==> src/rtl/multi_key_click_long_press_detector_macros.svh <==
// Assertion macros shared by the detector's RTL files.
// MKCLP_ASSERT samples on the rising edge of clk and is disabled during reset.
// MKCLP_ASSERT_RST samples on the rising edge of clk and stays active in reset.
`ifndef MULTI_KEY_CLICK_LONG_PRESS_DETECTOR_MACROS_SVH
`define MULTI_KEY_CLICK_LONG_PRESS_DETECTOR_MACROS_SVH

`ifndef SYNTHESIS

`define MKCLP_ASSERT(lbl, prop, msg) \
  lbl: assert property (@(posedge clk) disable iff (!rst_n) prop) else $error(msg);

`define MKCLP_ASSERT_RST(lbl, prop, msg) \
  lbl: assert property (@(posedge clk) prop) else $error(msg);

`else

`define MKCLP_ASSERT(lbl, prop, msg)

`define MKCLP_ASSERT_RST(lbl, prop, msg)

`endif

`endif

==> src/rtl/mkclp_pkg.sv <==
package mkclp_pkg;

  // Width of the pin, mask and event fields.
  localparam int unsigned FIELD_W = 5;
  // Width of the hold counter and of the long-press threshold.
  localparam int unsigned CNT_W = 8;

  localparam int unsigned NUM_KEYS_DEF = 5;

  localparam int unsigned CFG_IDX_W  = 2;
  localparam int unsigned CFG_DATA_W = 8;

  localparam logic [CFG_IDX_W-1:0] CFG_PRESS_LEVEL = CFG_IDX_W'(0);
  localparam logic [CFG_IDX_W-1:0] CFG_LONG_TICKS  = CFG_IDX_W'(1);

  localparam logic [FIELD_W-1:0] PRESS_LEVEL_RST = FIELD_W'(4);
  localparam logic [CNT_W-1:0]   LONG_TICKS_RST  = CNT_W'(70);

  // Release events of one key for the current transaction.
  typedef struct packed {
    logic click;
    logic long_rel;
  } key_evt_t;

endpackage

==> src/rtl/mkclp_lane.sv <==
`include "multi_key_click_long_press_detector_macros.svh"

module mkclp_lane (
  input  logic                       clk,
  input  logic                       rst_n,
  input  logic                       step_en,
  input  logic                       pressed,
  input  logic [mkclp_pkg::CNT_W-1:0] thresh,
  output mkclp_pkg::key_evt_t        evt
);
  import mkclp_pkg::*;

  typedef enum logic [1:0] {
    PH_IDLE,
    PH_DEBOUNCE,
    PH_PRESS,
    PH_LONG
  } phase_t;

  phase_t           phase_r;
  phase_t           phase_nxt;
  logic [CNT_W-1:0] count_r;
  logic [CNT_W-1:0] count_nxt;

  always_comb begin
    phase_nxt    = phase_r;
    count_nxt    = count_r;
    evt.click    = 1'b0;
    evt.long_rel = 1'b0;
    if (step_en) begin
      unique case (phase_r)
        PH_IDLE: begin
          if (pressed) begin
            phase_nxt = PH_DEBOUNCE;
          end
        end
        PH_DEBOUNCE: begin
          phase_nxt = pressed ? PH_PRESS : PH_IDLE;
        end
        PH_PRESS: begin
          if (pressed) begin
            // The counter has already reached the threshold, so this tick
            // starts the long press.
            if (count_r >= thresh) begin
              count_nxt = '0;
              phase_nxt = PH_LONG;
            end else begin
              count_nxt = count_r + CNT_W'(1);
            end
          end else begin
            count_nxt = '0;
            phase_nxt = PH_IDLE;
            evt.click = 1'b1;
          end
        end
        PH_LONG: begin
          if (!pressed) begin
            phase_nxt    = PH_IDLE;
            evt.long_rel = 1'b1;
          end
        end
        default: begin
          phase_nxt = PH_IDLE;
        end
      endcase
    end
  end

  always_ff @(posedge clk) begin
    if (!rst_n) begin
      phase_r <= PH_IDLE;
      count_r <= '0;
    end else begin
      phase_r <= phase_nxt;
      count_r <= count_nxt;
    end
  end

  `MKCLP_ASSERT(a_cnt_only_in_press, (phase_r != PH_PRESS) |-> (count_r == '0), "hold count nonzero outside confirmed press")
  `MKCLP_ASSERT(a_click_to_idle, evt.click |=> (phase_r == PH_IDLE), "click did not return the key to idle")
  `MKCLP_ASSERT(a_long_holds, (step_en && phase_r == PH_LONG && pressed) |=> (phase_r == PH_LONG && count_r == '0), "long press left while held")

endmodule

==> src/rtl/mkclp_merge.sv <==
`include "multi_key_click_long_press_detector_macros.svh"

module mkclp_merge #(
  parameter int unsigned NUM_KEYS = mkclp_pkg::NUM_KEYS_DEF
) (
  input  logic                                  clk,
  input  logic                                  rst_n,
  input  logic                                  accept,
  input  mkclp_pkg::key_evt_t [NUM_KEYS-1:0]    evt,
  output logic                                  in_stall,
  output logic                                  out_valid,
  input  logic                                  out_stall,
  output logic [mkclp_pkg::FIELD_W-1:0]         out_click_mask,
  output logic [mkclp_pkg::FIELD_W-1:0]         out_long_press_mask
);
  import mkclp_pkg::*;

  logic [FIELD_W-1:0] click_m;
  logic [FIELD_W-1:0] long_m;

  logic               main_vld_r;
  logic               main_vld_nxt;
  logic [FIELD_W-1:0] main_click_r;
  logic [FIELD_W-1:0] main_click_nxt;
  logic [FIELD_W-1:0] main_long_r;
  logic [FIELD_W-1:0] main_long_nxt;
  logic               skid_vld_r;
  logic               skid_vld_nxt;
  logic [FIELD_W-1:0] skid_click_r;
  logic [FIELD_W-1:0] skid_click_nxt;
  logic [FIELD_W-1:0] skid_long_r;
  logic [FIELD_W-1:0] skid_long_nxt;
  logic               take;

  // Keys above the field width have no place in the result masks.
  for (genvar gi = 0; gi < FIELD_W; gi++) begin : g_bit
    if (gi < NUM_KEYS) begin : g_key
      assign click_m[gi] = evt[gi].click;
      assign long_m[gi]  = evt[gi].long_rel;
    end else begin : g_none
      assign click_m[gi] = 1'b0;
      assign long_m[gi]  = 1'b0;
    end
  end

  assign take = main_vld_r && !out_stall;

  always_comb begin
    main_vld_nxt   = main_vld_r;
    main_click_nxt = main_click_r;
    main_long_nxt  = main_long_r;
    skid_vld_nxt   = skid_vld_r;
    skid_click_nxt = skid_click_r;
    skid_long_nxt  = skid_long_r;
    if (!main_vld_r || take) begin
      if (skid_vld_r) begin
        main_vld_nxt   = 1'b1;
        main_click_nxt = skid_click_r;
        main_long_nxt  = skid_long_r;
        skid_vld_nxt   = 1'b0;
      end else begin
        main_vld_nxt   = accept;
        main_click_nxt = click_m;
        main_long_nxt  = long_m;
      end
    end else if (accept) begin
      // Output is held, so the new transaction parks in the skid stage.
      skid_vld_nxt   = 1'b1;
      skid_click_nxt = click_m;
      skid_long_nxt  = long_m;
    end
  end

  always_ff @(posedge clk) begin
    if (!rst_n) begin
      main_vld_r <= 1'b0;
      skid_vld_r <= 1'b0;
    end else begin
      main_vld_r <= main_vld_nxt;
      skid_vld_r <= skid_vld_nxt;
    end
    main_click_r <= main_click_nxt;
    main_long_r  <= main_long_nxt;
    skid_click_r <= skid_click_nxt;
    skid_long_r  <= skid_long_nxt;
  end

  assign in_stall            = skid_vld_r;
  assign out_valid           = main_vld_r;
  assign out_click_mask      = main_click_r;
  assign out_long_press_mask = main_long_r;

  `MKCLP_ASSERT(a_skid_needs_main, skid_vld_r |-> main_vld_r, "skid stage full while output stage empty")
  `MKCLP_ASSERT(a_skid_fill, $rose(skid_vld_r) |-> $past(main_vld_r && out_stall && accept), "skid filled without a held output")
  `MKCLP_ASSERT(a_drain, (take && !skid_vld_r && !accept) |=> !main_vld_r, "result repeated after it was taken")
  `MKCLP_ASSERT_RST(a_rst_empty, !rst_n |=> (!main_vld_r && !skid_vld_r), "buffers not empty after reset")

endmodule

==> src/rtl/multi_key_click_long_press_detector.sv <==
// Channel | Direction | Handshake          | Payload
// in_     | input     | in_valid/in_stall  | in_pin_levels[4:0]
// out_    | output    | out_valid/out_stall| out_click_mask[4:0], out_long_press_mask[4:0]
// cfg_    | input     | cfg_valid/cfg_ready| cfg_index[1:0], cfg_data[7:0]
//
// One transaction per cycle while in_stall is low: every key lane updates its phase and
// counter in the accept cycle; the result is registered in the output or the skid stage.
// A two-entry output buffer (output register plus skid stage) sets the throughput;
// in_stall rises only when both entries hold results that have not been taken.
// Reset is synchronous and active low; configuration is always ready.
`include "multi_key_click_long_press_detector_macros.svh"

module multi_key_click_long_press_detector #(
  parameter int unsigned NUM_KEYS = mkclp_pkg::NUM_KEYS_DEF
) (
  input  logic                                clk,
  input  logic                                rst_n,
  input  logic                                in_valid,
  output logic                                in_stall,
  input  logic [mkclp_pkg::FIELD_W-1:0]       in_pin_levels,
  output logic                                out_valid,
  input  logic                                out_stall,
  output logic [mkclp_pkg::FIELD_W-1:0]       out_click_mask,
  output logic [mkclp_pkg::FIELD_W-1:0]       out_long_press_mask,
  input  logic                                cfg_valid,
  output logic                                cfg_ready,
  input  logic [mkclp_pkg::CFG_IDX_W-1:0]     cfg_index,
  input  logic [mkclp_pkg::CFG_DATA_W-1:0]    cfg_data
);
  import mkclp_pkg::*;

  logic [FIELD_W-1:0]          press_level_mask_r;
  logic [CNT_W-1:0]            long_press_ticks_r;
  logic                        accept;
  logic [NUM_KEYS-1:0]         pressed;
  key_evt_t [NUM_KEYS-1:0]     evt;

  assign cfg_ready = 1'b1;

  always_ff @(posedge clk) begin
    if (!rst_n) begin
      press_level_mask_r <= PRESS_LEVEL_RST;
      long_press_ticks_r <= LONG_TICKS_RST;
    end else if (cfg_valid && cfg_ready) begin
      unique case (cfg_index)
        CFG_PRESS_LEVEL: press_level_mask_r <= cfg_data[FIELD_W-1:0];
        CFG_LONG_TICKS:  long_press_ticks_r <= cfg_data[CNT_W-1:0];
        default: begin
        end
      endcase
    end
  end

  assign accept = in_valid && !in_stall;

  for (genvar gk = 0; gk < NUM_KEYS; gk++) begin : g_lane
    // Keys above the field width have no pin and are tied to pressed.
    if (gk < FIELD_W) begin : g_pin
      assign pressed[gk] = (in_pin_levels[gk] == press_level_mask_r[gk]);
    end else begin : g_const
      assign pressed[gk] = 1'b1;
    end

    mkclp_lane u_lane (
      .clk     (clk),
      .rst_n   (rst_n),
      .step_en (accept),
      .pressed (pressed[gk]),
      .thresh  (long_press_ticks_r),
      .evt     (evt[gk])
    );
  end

  mkclp_merge #(
    .NUM_KEYS (NUM_KEYS)
  ) u_merge (
    .clk                 (clk),
    .rst_n               (rst_n),
    .accept              (accept),
    .evt                 (evt),
    .in_stall            (in_stall),
    .out_valid           (out_valid),
    .out_stall           (out_stall),
    .out_click_mask      (out_click_mask),
    .out_long_press_mask (out_long_press_mask)
  );

  `MKCLP_ASSERT(a_no_double_event, (out_valid) |-> ((out_click_mask & out_long_press_mask) == '0), "key flagged as click and long press at once")
  `MKCLP_ASSERT(a_accept_fills, accept |=> out_valid, "accepted transaction produced no result")
  `MKCLP_ASSERT(a_cfg_takes, (cfg_valid && cfg_index == CFG_LONG_TICKS) |=> (long_press_ticks_r == $past(cfg_data[CNT_W-1:0])), "threshold write lost")

endmodule
==> config.mk <==
export PLATFORM = sky130hd
export DESIGN_NAME = multi_key_click_long_press_detector
export DESIGN_NICKNAME = d
export VERILOG_FILES = /design/src/rtl/mkclp_pkg.sv /design/src/rtl/mkclp_lane.sv /design/src/rtl/mkclp_merge.sv /design/src/rtl/multi_key_click_long_press_detector.sv
export VERILOG_INCLUDE_DIRS = /design/src /design/src/rtl
export SDC_FILE = /design/constraint.sdc
export NUM_CORES = 1
export LEC_CHECK = 0
export BUFFER_PORTS_ARGS = -buffer_cell sky130_fd_sc_hd__buf_2
export CORE_MARGIN = 1
export CORE_UTILIZATION = 60
export CTS_CLUSTER_DIAMETER = 30
export DETAILED_ROUTE_END_ITERATION = 12
export GPL_TIMING_DRIVEN = 0
export HOLD_SLACK_MARGIN = 0.03
export PLACE_DENSITY = 0.8
export SYNTH_ARGS = -nofsm -noshare
export SYNTH_HDL_FRONTEND = slang
export SYNTH_SLANG_ARGS = --single-unit
==> constraint.sdc <==
create_clock -name clk -period 2.3 [get_ports clk]
set_clock_uncertainty 0.15 [all_clocks]
set_input_delay 0.115 -clock clk [delete_from_list [all_inputs] [get_ports clk]]
set_output_delay 0.115 -clock clk [all_outputs]
set_load 0.005 [all_outputs]
==> qor.yml <==
synth:
  yosysUniqueCellTypes: 49
  yosys_warnings: 0
  yosys.area.top_type_share: 0.2806
  synth_nets: 582
  avgSynthCellArea_um2: 8.971
  syn_inst: 517
  synth_area_um2: 4638
  synth_top_cell_by_area: "dfxtp_1"
  async_flop_share: 0
  synth_most_common_cell: "dfxtp_1"
  ys_top_cells_by_area: "dfxtp_1 28%, edfxtp_1 13%, ha_1 12%"
  synthTopCellsByCount: "65 x dfxtp_1, 63 x nand2_1, 49 x a21oi_1"
  synth-seq-area-share: 0.4100
  synth_edf_count: 20
  synth_flop_cell: "dfxtp_1"
  synth.ff_latch_count: 85
floorplan:
  die-area_um2: 8086
  die_h_um: 89.92
  core_um2: 7370
  die_w_um: 89.92
  start_util: 0.6294
  ios: 33
  rows: 31
finish:
  fillerInstances: 583
  n_antenna_cell: 0
  final_nets: 642
  final_area_um2: 5261
  final_core_util: 0.7139
  drive_above_1_share: 0.1426
  syn2layout_area_growth_pct: 13.43
global_routing:
  grtUsageTotal: 0.2864
  antenna_found_initial: 0
  gr-total-overflow: 0
  grt_pass1_vias: 3946
  grt_first_pass_wirelength_mm: 18.38
  grt_max_degree: 15
cts:
  ctsHtreeMaxLevel: 3
  clk_path_buf_depth: 2
  cts_num_sinks: 85
  cts_tree: "yes"
  cts_buffers: 9
  cts_root_buf: "clkbuf_8"
  clk_pin_slew_ns: 0.08
  clkLatencyLatePin_ns: 0.36
route:
  num_vias: 4066
  drtAntennaViolNets: 0
  totalWireLength_mm: 11.23
  wire_per_inst_um: 16.50
  viasPerCell: 5.971
  drtIter0Drc: 265
  drcViolationCount: 0
  firstDrtPassIters: 5
timing:
  period_share: 1.014
  worst_slack_ns: -0.03227
  maxSlewHeadroom: 0.4486
  fmax_mhz: 428.8
  hold_ws_ns: 0.04202
  slew_viol_final: 0
  finalSetupViolations: 1
  min_period_ns: 2.332
  tightest_slew_ns: 0.8241
  hold_violations: 0
run_status:
  status: "finished with violations"
  violations: "setup timing"
setup_path:
  crit_start: "long_press_ticks_r[6]"
  worstPathRequired_ns: 2.41
  criticalPathCategory: "reg2reg"
  end_kind: "flop"
  arrival_ns: 2.44
  r2r-start: "long_press_ticks_r[6]"
  crit_fanout: 6
  cp-start-kind: "flop"
power_and_ir_drop:
  p_per_area_nw_per_um2: 535.3
  ir_worst_vdd_mv: 0.3409
  p_leak_nw: 2.204
job:
  cap_viol_max_count: 0
placement:
  dp_hpwl_mm: 7.893
  place.gp.congestion: 0.8575
  placed_cell_area_um2: 4917
  portBuffers: 31
hold_path:
  hp-class: "in2reg"
  hp-start: "cfg_index[1]"
[per-layer routing]
metal  track usage  part of all wire  up-vias
li1              -                 -     1997
met1        0.3760              0.44     1885
met2        0.4731              0.46      153
met3       0.03892             0.066       31
met4        0.1263             0.030        0
met5             0                 0        -
[timing repair]
item / in CTS / in global routing
gates resized for setup: 5 / 7
gates cloned: 0 / 0
pin swaps: 2 / 3
setup endpoints to repair: 20 / 18
setup buffers: 4 / 2
endpoints found under the hold margin: 15 / 0
hold buffers: 12 / 0
[where the power goes]
group,internal (mW),switching (mW)
clock network,0.392,0.563
registers,1.56,0.0296
logic,0.111,0.160
[sequential cells by signal, indices dropped and copies added (netlist names)]
| name | flops |
|---|---|
| g_lane.u_lane.count_r | 40 |
| g_lane.u_lane.phase_r | 10 |
| long_press_ticks_r | 8 |
| press_level_mask_r | 5 |
| u_merge.in_stall | 1 |
| u_merge.out_click_mask | 5 |
| u_merge.out_long_press_mask | 5 |
| u_merge.out_valid | 1 |
| u_merge.skid_click_r | 5 |
| u_merge.skid_long_r | 5 |
[path summary, 6_finish.rpt]
kind                            endpoint  slack [ns]  cells past startpoint
min reg2reg  g_lane[4].u_lane.count_r[0]        0.36                      2
min                press_level_mask_r[4]        0.04                      4
max          g_lane[3].u_lane.count_r[3]       -0.03                      8
max reg2reg  g_lane[3].u_lane.count_r[3]       -0.03                      8
[worst max-delay path, cell delays in order (launching register included)]
cell,delay [ns]
dfxtp_1,0.31
inv_2,0.17
ha_1,0.30
a21o_1,0.19
a2111oi_0,0.38
o31a_2,0.28
buf_4,0.14
nand3_1,0.08
a31oi_1,0.24
[kinds of logic after synthesis]
kind of cell    after synthesis  synth area share
compound gates              113            0.1508
xor+xnor                     19           0.03588
fa+ha+maj                    45            0.1214
buf+inv                      39           0.03426
flops                        85            0.4100
mux                          11           0.02401
other cells                   1         0.0008085
simple gates                204            0.2228
[cell usage in the layout, fill, tap and decap left out, drive strengths merged, types with 14 or more instances in the layout]
cell	count
nor3	14
clkbuf	19
buf	43
o21ai	20
edfxtp	20
a21oi	51
inv	25
xor2	15
nor2	42
ha	45
dfxtp	65
nand3	26
nand2	63
[area by class of cell]
class	instances	area, µm²	area share
buffer	15	68.82	0.01308
multi-input combinational	393	2582	0.4908
tap	99	123.9	0.02354
clock inverter	6	37.54	0.007134
clock buffer	10	127.6	0.02426
sequential	85	1907	0.3624
inverter	24	90.09	0.01712
timing repair buffer	49	324.1	0.06159
[per-stage QoR]
stage | setup TNS [ns] | power, mW | worst slack, ns | cells
floorplan | 0 | 1.773 | 0.2309 | 517
global placement | -0.3838 | 1.853 | -0.08697 | 647
detailed placement | -0.4721 | 1.866 | -0.1384 | 647
CTS | 0 | 2.804 | 0.007715 | 679
global route | -0.1036 | 2.919 | -0.1036 | 681
finish | -0.03227 | 2.816 | -0.03227 | 681
Note: power is estimated with default switching activity, not from simulation.
